## config.mk

```make
export PLATFORM = sky130hd
export DESIGN_NAME = prsr_regs
export DESIGN_NICKNAME = d
export VERILOG_FILES = /design/src/rtl/prsr_pkg.sv /design/src/rtl/prsr_regs.sv
export SDC_FILE = /design/constraint.sdc
export NUM_CORES = 1
export LEC_CHECK = 0
export ABC_CLOCK_PERIOD_IN_PS = 1700
export BUFFER_PORTS_ARGS = -buffer_cell sky130_fd_sc_hd__buf_2
export CAP_MARGIN = 20
export CORE_UTILIZATION = 47
export CTS_CLUSTER_DIAMETER = 30
export DETAILED_ROUTE_END_ITERATION = 8
export PLACE_DENSITY_LB_ADDON = 0.12
export SKIP_LAST_GASP = 1
export SLEW_MARGIN = 0
export SYNTH_ARGS = -nofsm -noshare
export SYNTH_HDL_FRONTEND = slang
export SYNTH_SLANG_ARGS = --single-unit
```

## constraint.sdc

```tcl
create_clock -name clk_i -period 1.7 [get_ports clk_i]
set_clock_uncertainty 0.2 [all_clocks]
set_input_delay 0.17 -clock clk_i [delete_from_list [all_inputs] [get_ports clk_i]]
set_output_delay 0.17 -clock clk_i [all_outputs]
set_load 0.005 [all_outputs]
```

## src/rtl/prsr_pkg.sv

```systemverilog
// shared types, constants and the x/y scroll bit scramble of the row-scroll recorder
// no dependencies
`timescale 1ns / 1ps

package prsr_pkg;

  localparam int unsigned LinesDef = 256;
  localparam int unsigned RegWords = 64;
  localparam int unsigned ScrollW  = 9;

  typedef enum logic [1:0] {
    ModeRegWrite = 2'd0,
    ModeEndFrame = 2'd1,
    ModeQuery    = 2'd2
  } prsr_mode_e;

  // word indexes of the scroll registers that matter
  localparam logic [5:0] IdxBackXHi = 6'h05;
  localparam logic [5:0] IdxBackXLo = 6'h06;
  localparam logic [5:0] IdxBackYHi = 6'h0d;
  localparam logic [5:0] IdxBackYLo = 6'h0e;
  localparam logic [5:0] IdxForeXHi = 6'h15;
  localparam logic [5:0] IdxForeXLo = 6'h16;
  localparam logic [5:0] IdxForeYHi = 6'h1d;
  localparam logic [5:0] IdxForeYLo = 6'h1e;
  localparam logic [5:0] IdxPrio    = 6'h28;

  typedef struct packed {
    logic [ScrollW-1:0] back_x;
    logic [ScrollW-1:0] fore_x;
    logic [ScrollW-1:0] back_y;
    logic [ScrollW-1:0] fore_y;
    logic               back_on_bottom;
  } prsr_scroll_t;

  typedef struct packed {
    logic rec;
    logic eof;
    logic query;
  } prsr_tbl_ctl_t;

  // bit 4 of the high word on top, low byte rotated left by one
  function automatic logic [ScrollW-1:0] scramble(input logic hi_bit, input logic [7:0] lo);
    return {hi_bit, lo[6:0], lo[7]};
  endfunction

endpackage

```

## src/rtl/prsr_regs.sv

```systemverilog
// scroll register file: keeps the bits of the scroll words that are read
// depends on prsr_pkg
`timescale 1ns / 1ps

module prsr_regs (
  input  logic                   clk_i,
  input  logic                   rst_ni,
  input  logic                   wr_en_i,
  input  logic [5:0]             idx_i,
  input  logic [15:0]            data_i,
  output prsr_pkg::prsr_scroll_t scroll_o
);
  import prsr_pkg::*;

  logic [9:0] idx_ext;
  logic [5:0] widx;

  logic       bxh_q, bxh_d, byh_q, byh_d, fxh_q, fxh_d, fyh_q, fyh_d, prio_q, prio_d;
  logic [7:0] bxl_q, bxl_d, byl_q, byl_d, fxl_q, fxl_d, fyl_q, fyl_d;

  // index wraps at the register file size
  assign idx_ext = {4'b0, idx_i};
  assign widx = (idx_ext >= 10'(RegWords)) ? 6'(idx_ext - 10'(RegWords)) : idx_i;

  always_comb begin
    bxh_d  = bxh_q;
    bxl_d  = bxl_q;
    byh_d  = byh_q;
    byl_d  = byl_q;
    fxh_d  = fxh_q;
    fxl_d  = fxl_q;
    fyh_d  = fyh_q;
    fyl_d  = fyl_q;
    prio_d = prio_q;
    if (wr_en_i) begin
      case (widx)
        IdxBackXHi: bxh_d  = data_i[4];
        IdxBackXLo: bxl_d  = data_i[7:0];
        IdxBackYHi: byh_d  = data_i[4];
        IdxBackYLo: byl_d  = data_i[7:0];
        IdxForeXHi: fxh_d  = data_i[4];
        IdxForeXLo: fxl_d  = data_i[7:0];
        IdxForeYHi: fyh_d  = data_i[4];
        IdxForeYLo: fyl_d  = data_i[7:0];
        IdxPrio:    prio_d = data_i[8];
        default:    ;
      endcase
    end
  end

  always_ff @(posedge clk_i or negedge rst_ni) begin
    if (!rst_ni) begin
      bxh_q  <= 1'b0;
      bxl_q  <= '0;
      byh_q  <= 1'b0;
      byl_q  <= '0;
      fxh_q  <= 1'b0;
      fxl_q  <= '0;
      fyh_q  <= 1'b0;
      fyl_q  <= '0;
      prio_q <= 1'b0;
    end else begin
      bxh_q  <= bxh_d;
      bxl_q  <= bxl_d;
      byh_q  <= byh_d;
      byl_q  <= byl_d;
      fxh_q  <= fxh_d;
      fxl_q  <= fxl_d;
      fyh_q  <= fyh_d;
      fyl_q  <= fyl_d;
      prio_q <= prio_d;
    end
  end

  // views include the word being written this cycle
  assign scroll_o.back_x         = scramble(bxh_d, bxl_d);
  assign scroll_o.fore_x         = scramble(fxh_d, fxl_d);
  assign scroll_o.back_y         = scramble(byh_d, byl_d);
  assign scroll_o.fore_y         = scramble(fyh_d, fyl_d);
  assign scroll_o.back_on_bottom = prio_d;

endmodule

```

# Yosys cells after proc, flatten, opt, wreduce, memory -nomap -nowiden
# Cells that the tools add are included.
op_classes:
  add_sub_neg: 1
  magnitude_cmp: 1
  n_eq_ne: 9
  muxes: 19
ops:
  columns: ["operator", "count"]
  rows:
  - ["$mux W8", 8]
  - ["$eq A6 B5 Y1 const B", 4]
  - ["$eq A6 B3 Y1 const B", 2]
  - ["$eq A6 B4 Y1 const B", 2]
  - ["$mux W1", 10]
  - ["$ge A6 B7 Y1 const B", 1]
  - ["$eq A6 B6 Y1 const B", 1]
  - ["$mux W6", 1]
  - ["$sub A6 B1 Y6 const B", 1]
totals:
  regBits: 37
  in_bits: 25
  output_inout_bits: 37
  word_cells: 39

# Longest topological paths before layout
logic_depth:
  word_depth: 5
  ltp_mapped: 4

# Worst setup path before layout
# OpenSTA, ideal clock, no wires.
synth_timing:
  kind: "in2out"
  startpoint: "input port idx_i[4]"
  endpoint: "output port scroll_o[18] (netlist bit)"
  arrival_ns: 1.178
  required_time_ns: 1.330
  path_slack_ns: 0.152
  cell_stages: 4
  path_buffers: 1
  cell_sequence: "or3b_4 -> nor2_1 -> mux2_2 -> buf_4"
synth_via:
  elab_chain_cells: 5
  word_cells_on_any_way: 6
  cone_classes: "add/sub: 1; order compare: 1; eq/ne: 1; mux: 3"
synth_lines:
  columns: ["item", "line", "source"]
  rows:
  - ["start: declaration", "prsr_regs.sv:9", "input logic [5:0] idx_i,"]
  - ["$sub A6 B1 Y6 or $ge A6 B7 Y1 (tied branches)", "prsr_regs.sv:23", "assign widx = (idx_ext >= 10'(RegWords)) ? 6'(idx_ext - 10'(RegWords)) : idx_i;"]
  - ["$mux W6 (*)", "prsr_regs.sv:23", null]
  - ["$eq A6 B4 Y1 (*)", "prsr_regs.sv:36", "case (widx)"]
  - ["$mux W1 (*)", "prsr_regs.sv:36", null]
  - ["$mux W1 (*)", "prsr_regs.sv:35", "if (wr_en_i) begin"]
  - ["end: declaration", "prsr_regs.sv:11", "output prsr_pkg::prsr_scroll_t scroll_o"]
# Mark *: on every way between the ends. The rest lies on a longest branch, timed or not.

==> flow_summary.yaml <==
logic_synthesis:
  ys_types: 19
  synth_area_leader_cell: "dfrtp_1"
  synth_area_um2: 1583
  synth-seq-cells: 37
  synth_area_per_cell_um2: 16.32
  synthTopCellsByArea: "dfrtp_1, mux2_2, mux2_4"
  synth_seq_area_share_pct: 58.50
  synth_nets: 122
  synth_top_area_share_pct: 58.50
  netlist_instances: 97
  yosysWarningCount: 0
hold_path:
  hold_path_class: "in2reg"
sta:
  tightest_slew_ns: 0.4578
  min_period_over_period_pct: 102.3
  max_clock_freq_ghz: 0.5751
  hold-worst-slack_ns: 0.1161
  finalSetupViolCount: 8
  layout_setup_ws_ns: -0.03896
  slew_headroom_pct: 69.48
  slew_violations: 0
  layout_min_cycle_time_ns: 1.739
  fin_tns_setup_ns: -0.2588
  hold_viol_final: 0
  rsz0062_at_grt: "true"
floorplanning:
  rows: 20
  die-area_um2: 3604
  fp.dieW_um: 60.03
  io_pins: 62
  die_h_um: 60.03
  core-area_um2: 3128
  initial_utilization_pct: 50.60
placement:
  hpwl_um: 2144
  dpl_cell_area_um2: 1916
  globalplace.congestion: 0.7809
  port_buffers: 54
cts:
  clock-sinks: 37
  path_clk_slew_ns: 0.09
  cts_tree: "done"
  clock_path_buffers: 2
  htree_levels: 2
  clock-root-buffer: "clkbuf_4"
  cts_buffers: 5
  insertion_delay_ns: 0.32
detailed_routing:
  drc: 0
  num_vias: 1095
  final_antenna_net_count: 0
  drt_iter0_drc: 28
  wl_um: 3494
  wl_per_cell_um: 15.74
  vias_per_cell: 4.932
  dr.pass1.iters: 3
outcome:
  run_status: "finished, violations left"
  violations: "negative setup slack"
job:
  maxCapViolCount: 0
global_route:
  overflow: 0
  antenna_found_initial: 0
  grt_pass1_wl_um: 4892
  grt_max_degree: 38
  grt_pass1_vias: 1075
  gr-usage-all-layers_pct: 19.73
setup_path:
  cp.required_ns: 1.33
  cp-end-kind: "output pin"
  cp-start-kind: "input port"
  arrival_ns: 1.37
  path_max_fanout: 8
  critPathKind: "in2out"
finish:
  final_cell_mix: "buf_2, dfrtp_1, buf_6, mux2_2, mux2_4"
  fillers: 208
  diodes: 0
  layout.nets: 203
  drive_gt1_share_pct: 65.73
  area.growth.synth_to_final_pct: 46.40
  fin_area_um2: 2317
  final_common_cell: "buf_2"
pwr:
  peakVddDrop_mv: 0.6635
  power_density_nw_per_um2: 857.1
  power_mw: 1.986
  leakage_nw: 1.251
[kinds of logic (layout without fill, tap and decap cells)]
family / Yosys count / in the layout / share of synthesized area, %
mux: 37 / 37 / 28.22
buf+inv: 5 / 86 / 2.372
simple gates: 18 / 18 / 10.91
flops: 37 / 37 / 58.50
[area by class of cell]
type | instances | area, um2 | area share [%]
timing repair buffer | 79 | 605.6 | 26.13
multi-input combinational | 55 | 675.6 | 29.16
clock buffer | 7 | 55.05 | 2.376
tap | 44 | 55.05 | 2.376
sequential | 37 | 925.9 | 39.96
[registers in the layout (all words and copies together) (netlist names)]
name    flops
bxl_q       8
byl_q       8
fxl_q       8
fyl_q       8
bxh_q       1
byh_q       1
fxh_q       1
fyh_q       1
prio_q      1
[per-stage QoR]
stage          cells  utilization (%)  setup slack [ns]
3_3_place_gp     196            61.24          -0.09532
6_report         222            74.08          -0.03896
5_1_grt          222            74.08          -0.06723
2_1_floorplan     97                -            0.1521
4_1_cts          219            70.28          -0.03917
3_5_place_dp     196            61.24          -0.09370
[worst max-delay path, cell delays in order]
cell and delay [ns]:
buf_6 0.09, or3b_4 0.42, nor2_8 0.21, mux2_4 0.34, buf_6 0.12
[path summary, 6_finish.rpt]
kind	to	slack, ns	start	cells past startpoint
min reg2reg	bxl_q[2]	0.30	bxl_q[2]	1
max in group asynchronous	fxl_q[3]	0.77	rst_ni	3
min in group asynchronous	fxl_q[7]	0.19	rst_ni	3
max reg2reg	fxl_q[4]	0.61	fxl_q[4]	2
min	bxh_q	0.12	idx_i[3]	4
max	scroll_o[11]	-0.04	idx_i[5]	5
[metal layers]
metal	track usage, %	up-vias	share of wire (%)
li1	-	508	-
met4	6.977	0	0.57
met5	0	-	0
met2	34.76	33	50
met3	6.061	2	4.6
met1	22.48	552	44
[synth_stat cells]
| library cell | number |
|---|---|
| nand4b_1 | 2 |
| nor2_1 | 2 |
| nor3b_2 | 1 |
| mux2_2 | 25 |
| nand2_1 | 2 |
| dfrtp_1 | 37 |
| mux2_4 | 8 |
| nand4b_4 | 1 |
| nor4b_1 | 1 |
| nor2_8 | 1 |
| nand3b_1 | 1 |
| nor4bb_1 | 1 |
| buf_4 | 5 |
| mux2_1 | 4 |
| and4bb_2 | 1 |
| or3b_4 | 1 |
| and3b_2 | 1 |
| nor2_4 | 1 |
| nand2_2 | 2 |
[power by group]
part	leakage, nW	internal (mW)	switching, mW	total (mW)
combinational	0.728	0.316	0.192	0.507
sequential	0.492	0.994	0.0314	1.02
clock	0.0314	0.195	0.259	0.454
total	1.25	1.50	0.482	1.99
[what timing repair did]
action / 4_1_cts / 5_1_grt
hold buffers: 12 / 0
setup endpoints to repair: 28 / 26
buffers inserted: 4 / 3
hold endpoints to repair: 66 / 0
gates resized for setup: 14 / 20
pin swaps: 3 / 4
gates cloned: 0 / 0
No activity file was read; power rests on OpenSTA's default activity.
