[src/rtl/prsr_pkg.sv]
// shared types, constants and the x/y scroll bit scramble of the row-scroll recorder
// no dependencies
`timescale 1ns / 1ps

package prsr_pkg;

  localparam int unsigned LinesDef = 256;
  localparam int unsigned RegWords = 64;
  localparam int unsigned ScrollW  = 9;

  typedef enum logic [1:0] {
    ModeRegWrite = 2'd0,
    ModeEndFrame = 2'd1,
    ModeQuery    = 2'd2
  } prsr_mode_e;

  // word indexes of the scroll registers that matter
  localparam logic [5:0] IdxBackXHi = 6'h05;
  localparam logic [5:0] IdxBackXLo = 6'h06;
  localparam logic [5:0] IdxBackYHi = 6'h0d;
  localparam logic [5:0] IdxBackYLo = 6'h0e;
  localparam logic [5:0] IdxForeXHi = 6'h15;
  localparam logic [5:0] IdxForeXLo = 6'h16;
  localparam logic [5:0] IdxForeYHi = 6'h1d;
  localparam logic [5:0] IdxForeYLo = 6'h1e;
  localparam logic [5:0] IdxPrio    = 6'h28;

  typedef struct packed {
    logic [ScrollW-1:0] back_x;
    logic [ScrollW-1:0] fore_x;
    logic [ScrollW-1:0] back_y;
    logic [ScrollW-1:0] fore_y;
    logic               back_on_bottom;
  } prsr_scroll_t;

  typedef struct packed {
    logic rec;
    logic eof;
    logic query;
  } prsr_tbl_ctl_t;

  // bit 4 of the high word on top, low byte rotated left by one
  function automatic logic [ScrollW-1:0] scramble(input logic hi_bit, input logic [7:0] lo);
    return {hi_bit, lo[6:0], lo[7]};
  endfunction

endpackage

[src/rtl/prsr_ram.sv]
// generic single write port, single read port ram with registered read data
// no dependencies
`timescale 1ns / 1ps

module prsr_ram #(
  parameter int unsigned Width = 9,
  parameter int unsigned Depth = 256
) (
  input  logic                     clk_i,
  input  logic                     we_i,
  input  logic [$clog2(Depth)-1:0] waddr_i,
  input  logic [Width-1:0]         wdata_i,
  input  logic [$clog2(Depth)-1:0] raddr_i,
  output logic [Width-1:0]         rdata_o
);

  logic [Width-1:0] mem [Depth];
  logic [Width-1:0] rdata_q;

  // read during write returns the old word
  always_ff @(posedge clk_i) begin
    if (we_i) begin
      mem[waddr_i] <= wdata_i;
    end
    rdata_q <= mem[raddr_i];
  end

  assign rdata_o = rdata_q;

endmodule

[src/rtl/prsr_line_tbl.sv]
// per-line x scroll table of one layer with valid marks and the carry-forward latch
// depends on prsr_pkg and prsr_ram
`timescale 1ns / 1ps

module prsr_line_tbl #(
  parameter int unsigned Lines = prsr_pkg::LinesDef
) (
  input  logic                             clk_i,
  input  logic                             rst_ni,
  input  logic [$clog2(Lines)-1:0]         rd_addr_i,
  input  prsr_pkg::prsr_tbl_ctl_t          ctl_i,
  input  logic [$clog2(Lines)-1:0]         addr_i,
  input  logic [prsr_pkg::ScrollW-1:0]     wdata_i,
  output logic [prsr_pkg::ScrollW-1:0]     xscroll_o
);
  import prsr_pkg::*;

  localparam int unsigned LineW = $clog2(Lines);

  logic                 we;
  logic [LineW-1:0]     waddr;
  logic [ScrollW-1:0]   ram_rdata;
  logic                 fwd_vld_q;
  logic [LineW-1:0]     fwd_addr_q;
  logic [ScrollW-1:0]   fwd_data_q;
  logic [Lines-1:0]     valid_q;
  logic [Lines-1:0]     written_q;
  logic [ScrollW-1:0]   latch_q, latch_d;
  logic [ScrollW-1:0]   entry;

  assign we    = ctl_i.rec | ctl_i.eof;
  assign waddr = ctl_i.eof ? '0 : addr_i;

  prsr_ram #(
    .Width(ScrollW),
    .Depth(Lines)
  ) u_ram (
    .clk_i  (clk_i),
    .we_i   (we),
    .waddr_i(waddr),
    .wdata_i(wdata_i),
    .raddr_i(rd_addr_i),
    .rdata_o(ram_rdata)
  );

  // the read was issued on the edge of last cycle's write: forward it
  always_ff @(posedge clk_i or negedge rst_ni) begin
    if (!rst_ni) begin
      fwd_vld_q <= 1'b0;
    end else begin
      fwd_vld_q <= we;
    end
  end

  always_ff @(posedge clk_i) begin
    fwd_addr_q <= waddr;
    fwd_data_q <= wdata_i;
  end

  // entries never written since reset read as zero
  always_comb begin
    entry = '0;
    if (written_q[addr_i]) begin
      entry = (fwd_vld_q && fwd_addr_q == addr_i) ? fwd_data_q : ram_rdata;
    end
    latch_d = latch_q;
    if (ctl_i.query && (addr_i == '0 || valid_q[addr_i])) begin
      latch_d = entry;
    end
  end

  always_ff @(posedge clk_i or negedge rst_ni) begin
    if (!rst_ni) begin
      valid_q   <= '1;
      written_q <= '0;
      latch_q   <= '0;
    end else begin
      latch_q <= latch_d;
      if (ctl_i.eof) begin
        valid_q      <= {{(Lines-1){1'b0}}, 1'b1};
        written_q[0] <= 1'b1;
      end else if (ctl_i.rec) begin
        valid_q[addr_i]   <= 1'b1;
        written_q[addr_i] <= 1'b1;
      end
    end
  end

  assign xscroll_o = latch_d;

endmodule

[config.mk]
export PLATFORM = sky130hd
export DESIGN_NAME = prsr_line_tbl
export DESIGN_NICKNAME = d
export VERILOG_FILES = /design/src/rtl/prsr_pkg.sv /design/src/rtl/prsr_ram.sv /design/src/rtl/prsr_line_tbl.sv
export SDC_FILE = /design/constraint.sdc
export NUM_CORES = 2
export LEC_CHECK = 0
export BUFFER_PORTS_ARGS = -buffer_cell sky130_fd_sc_hd__buf_2
export CELL_PAD_IN_SITES_DETAIL_PLACEMENT = 0
export CELL_PAD_IN_SITES_GLOBAL_PLACEMENT = 1
export CORE_UTILIZATION = 59
export CTS_BUF_LIST = sky130_fd_sc_hd__clkbuf_2
export CTS_CLUSTER_SIZE = 30
export DETAILED_ROUTE_END_ITERATION = 10
export GPL_ROUTABILITY_DRIVEN = 0
export PLACE_DENSITY_LB_ADDON = 0.1
export SLEW_MARGIN = 20
export SYNTH_ARGS = -nofsm -noshare
export SYNTH_HDL_FRONTEND = slang
export SYNTH_SLANG_ARGS = --single-unit
[constraint.sdc]
create_clock -name clk_i -period 3.6 [get_ports clk_i]
set_input_delay 0.36 -clock clk_i [delete_from_list [all_inputs] [get_ports clk_i]]
set_output_delay 0.36 -clock clk_i [all_outputs]
set_load 0.01 [all_outputs]
Word level (Yosys, flattened, before mapping)
Memory sizes are Yosys's and may differ from the RTL's. A register that Yosys moved wholly into a read port is not among the register bits.
Index checks and enable logic that the tools add are counted.
- register bits after elaboration: 539
- memory bits (writable): 2304
- memories kept: 1
- logic and storage cells: 38
- reduce and logical (&&, ||, !) cells: 7
- equal/unequal tests: 1
- order comparisons: 2
- multiplexer cells: 16
- bitwise operators: 4
- memory list (memory ; words ; bits a word ; rd ports ; clocked after memory_dff ; write ports ; line ; RTL):
    u_ram.mem ; 256 ; 9 ; 1 ; 1 ; 1 ; prsr_ram.sv:17 ; logic [Width-1:0] mem [Depth];
- operators with widths (cell ; count):
    256-bit 2-to-1 mux ; 2
    256-bit OR ; 2
    9-bit 2-to-1 mux ; 3
    1-bit binary-select mux with 8-bit select ; 2
    8-bit by 9-bit < comparator with 1-bit output, second input constant ; 1
    1-bit demux with 8-bit select ; 1
    8-bit equality test ; 1
    8-bit by 1-bit >= comparator with 1-bit output, second input constant ; 1
    8-bit logical NOT ; 1
    8-bit 2-to-1 mux ; 1
    1-bit 2-to-1 mux ; 7
    1-bit logical AND ; 3
    2-bit AND reduction ; 1
    2-bit nonzero test ; 1
    1-bit logical OR ; 1
    1-bit NOT ; 1
    1-bit OR ; 1

Depth between registers and ports, before layout
- word-level depth: 7
- mapped depth: 13
- mapped depth without buffers: 7

By module
A second synthesis with hierarchy kept.
- cell total of the unflattened synthesis: 6130
- area total of the unflattened synthesis: 113109.7 µm²
- by module, submodules not included (module ; area each (µm²) ; cells an instance ; times used ; sequential area each (µm²)):
    prsr_ram ; 89278.1 ; 4237 ; 1 ; 69366.5
    prsr_line_tbl ; 23831.6 ; 1893 ; 1 ; 13723.2

Worst setup path after synthesis
OpenSTA, ideal clock, no wires.
- path kind: input port to output port
- from: input addr_i[0]
- to: output xscroll_o[0] (netlist bit)
- data required time: 3.240 ns
- stages: 9
- arrival time: 2.804 ns
- path slack: 0.436 ns
- cells stage by stage: buf_6 > buf_2 > mux4_2 > mux4_2 > o22ai_1 > nor3_1 > or3_1 > o22ai_2 > o31ai_1
- word-level cells in the longest chain between the ends: 5
- elaborated cells between the ends (all ways): 12
- classes of those cells: eq/ne (1); mux (7); reduce/logical (4)
- RTL lines (element ; line ; RTL):
    from (decl) ; prsr_line_tbl.sv:12 ; input logic [$clog2(Lines)-1:0] addr_i,
    1-bit binary-select mux with 8-bit select or 8-bit equality test (tied branches) ; prsr_line_tbl.sv:67, prsr_line_tbl.sv:64 ;
    1-bit 2-to-1 mux (not written as such) or 1-bit logical AND (tied branches) ; prsr_line_tbl.sv:67, prsr_line_tbl.sv:64 ;
    1-bit logical OR or 9-bit 2-to-1 mux (tied branches) ; prsr_line_tbl.sv:67, prsr_line_tbl.sv:64 ;
    1-bit logical AND or 9-bit 2-to-1 mux (tied branches) ; prsr_line_tbl.sv:67, prsr_line_tbl.sv:63 ;
    9-bit 2-to-1 mux * ; prsr_line_tbl.sv:67 ; if (ctl_i.query && (addr_i == '0 || valid_q[addr_i])) begin
    to (decl) ; prsr_line_tbl.sv:14 ; output logic [prsr_pkg::ScrollW-1:0] xscroll_o
Every way passes the cells marked *; elsewhere a longest branch is shown, timed or not. The select of a mux whose other input is x is not followed.

Worst setup path in the final report
- from: register valid_q[140]
- to: output xscroll_o[1] (netlist bit)
- word-level cells in the longest chain between the ends: 5
- RTL lines (element ; line ; RTL):
    from (decl) ; prsr_line_tbl.sv:26 ; logic [Lines-1:0] valid_q;
    from (signal assigned) ; prsr_line_tbl.sv:80 ; valid_q <= {{(Lines-1){1'b0}}, 1'b1};
    1-bit binary-select mux with 8-bit select ; prsr_line_tbl.sv:67 ;
    1-bit 2-to-1 mux (not written as such) ; prsr_line_tbl.sv:67 ;
    1-bit logical OR ; prsr_line_tbl.sv:67 ;
    1-bit logical AND ; prsr_line_tbl.sv:67 ;
    9-bit 2-to-1 mux ; prsr_line_tbl.sv:67 ;
Every way passes these cells. The select of a mux whose other input is x is not followed.

==> metrics.txt <==
outcome complete, but fails checks; failing checks setup timing; DR vias around 58000; Final ANT Viol Nets 0; number of enable flip-flop cells after synthesis about 2300; Iter 0 DRT Violations ~6500; cts bufs inserted about 700; fraction of layout cells with a size suffix above 1 0.462; final core occ 0.679; worst hold path type in -> reg; CP arrival about 4700 ps; Yosys warnings 0; core area between 150000 and 200000 um^2; Reg2Reg Launch Point u_ram.mem[118][8]; VDD IR max approximately 0.00037 V; drt first pass iters 5; Synth cell types 60; Final Hold Vio Count 0; r2r setup slk 190 ps; clock skew 150 ps; endpoint class of the critical path output port; CTS Sinks 2852; CTS root buffer clkbuf_2; initial core utilization 0.596; PortBufs 38; Fmax achieved ~200 MHz; most used cell, CP buf_4; Vert. Die Dim around 440 um; Hold Crit Start addr_i[6]; area growth from synthesis to layout 13.8%; H-tree depth 6; period utilization 1.40; post-detail-place hpwl roughly 180000 um; Post-Syn Area ~110000 um^2; fillers 12400; CP Class reg -> out; net count after synthesis 5144; CTS max path bufs 4; Startpoint Class flip-flop; initial antenna violation count 20; DP Worst Slack -154 ps; drt drc 0; Nets between 6000 and 7000; Clk pin slew, worst setup/hold paths roughly 110 ps; CTS tree built; Slew Viols, Final 0; first-pass GRT wire length about 420000 um; DIE WIDTH between 400 and 500 um; Max Cap Viol 0; actual slew at the worst max-slew pin 1290 ps; Routed WL about 290000 um; most common cell after layout, fill and taps aside edfxtp_1; FF+latch count, synth between 2000 and 3000; worst-skew pair later-pin latency between 1500 and 2000 ps; Fin Hold WS 233 ps; Slew headroom 0.143; wire length per cell between 30 and 40 um; FFs w/ async S/R, synth 0.183; critical-path cell list mux4_2, nor3_1, or4_4, nor4_4, buf_4, nor3_2, o21a_1, buf_4, o31ai_1, buf_4, buf_6; Avg Inst Size Synth about 22 um^2; Post-synth top flop edfxtp_1; Total Die Area roughly 190000 um^2; required time of the critical path around 3200 ps; vias in the first global route approximately 60000; leading cell types in the layout, fill and taps excluded edfxtp_1 (2304), clkbuf_2 (1045), mux4_2 (887); Cells after Synth 5114; row count between 150 and 200; min Tclk post-route between 5000 and 6000 ps; final setup fails 9; vias per cell around 6.3; Crit path largest cell delay ~560 ps; critical path startpoint valid_q[140]; total I/O pin count 39; RSZ-0062 raised after global routing yes; Worst Path Max Fanout 3; largest net degree at the start of global routing about 130; crit path max-delay cell type or4_4; leak pwr 0.0469 uW; PwrDens 483 nW/um^2; gr usage total 0.308; register area share after synthesis 0.748; grt total ovfl 0; fin worst setup slack -1430 ps
cell families after synthesis:
kind of cell | synth area share
DFF | 0.748
muxes | 0.185
and+or+nand+nor | 0.0302
AOI/OAI and AO/OA | 0.0237
buffers and inverters | 0.0122
xor gates and xnor gates | 0.000631
repair_timing:
action,in CTS,in global routing
pin swaps,14,2
buffers inserted,2,1
resized for setup,25,5
setup endpoints to repair,9,10
hold buffers,128,1
hold endpoints to repair,5678,1
worst paths after layout:
kind,cells after the start,end
hold / removal,6,valid_q[234]
max in group asynchronous,7,valid_q[130]
hold reg to reg,1,written_q[246]
setup / recovery,11,xscroll_o[1]
min in group asynchronous,5,written_q[188]
setup reg to reg,5,u_ram.rdata_o[8]
final cells by class:
type                       instances  area [um^2]  share of cell area
sequential                      2852        83100               0.658
multi-input combinational       1958        26800               0.212
timing repair buffer             730         7170              0.0568
clock buffer                    1045         5230              0.0414
tap                             2480         3100              0.0246
clock inverter                   169          906             0.00717
inverter                          10         45.0            0.000356
antenna                           13         32.5            0.000257
through the flow:
step / instances / area [um^2] / total power (uW) / TNS, ps
final: 9257 / 126000 / 61000 / -12460
after global routing: 9255 / 126000 / 63300 / -14600
after CTS: 9243 / 126000 / 61500 / -14700
after detailed placement: 7899 / 119000 / 40600 / -1180
after global placement: 7899 / 119000 / 40500 / -1970
after floorplan: 5114 / 111000 / 38600 / 0
worst max-delay path: cells and delay by family, from the launching register on:
family          cells  cell delay [ps]
buf+inv             4              660
flops               1              550
compound gates      2              450
mux                 1              230
simple gates        4              830
routing by layer:
| layer | wire length (um) | up-vias | track usage |
|---|---|---|---|
| li1 | - | 23700 | - |
| met5 | 56 | - | 0 |
| met3 | 23600 | 447 | 0.0591 |
| met1 | 116000 | 31100 | 0.445 |
| met4 | 8040 | 8 | 0.102 |
| met2 | 140000 | 2875 | 0.482 |
sequential cells by signal, summed over array words and instances, names as in the netlist:
signal / count
valid_q: 256
fwd_vld_q: 1
written_q: 256
u_ram.rdata_o: 9
fwd_addr_q: 8
latch_q: 9
fwd_data_q: 9
u_ram.mem: 2304
report_power, final:
group	total, uW	switching [uW]	internal [uW]
Combinational	4120	2340	1780
Sequential	36000	109	35900
Clock	20900	12600	8300
cell usage after synthesis (26+ instances only):
master	n	area (um^2)
mux2i_1	45	450
a21o_1	247	1850
nand2_1	48	180
nor2b_1	29	181
dfxtp_1	26	521
dfrtp_1	266	6660
dfstp_2	256	6730
nor2_1	260	976
or2_2	239	1500
mux4_2	887	20000
buf_2	77	385
edfxtp_1	2304	69200
buf_1	30	113
clkbuf_1	166	623
(Power assumes the default switching activity.)
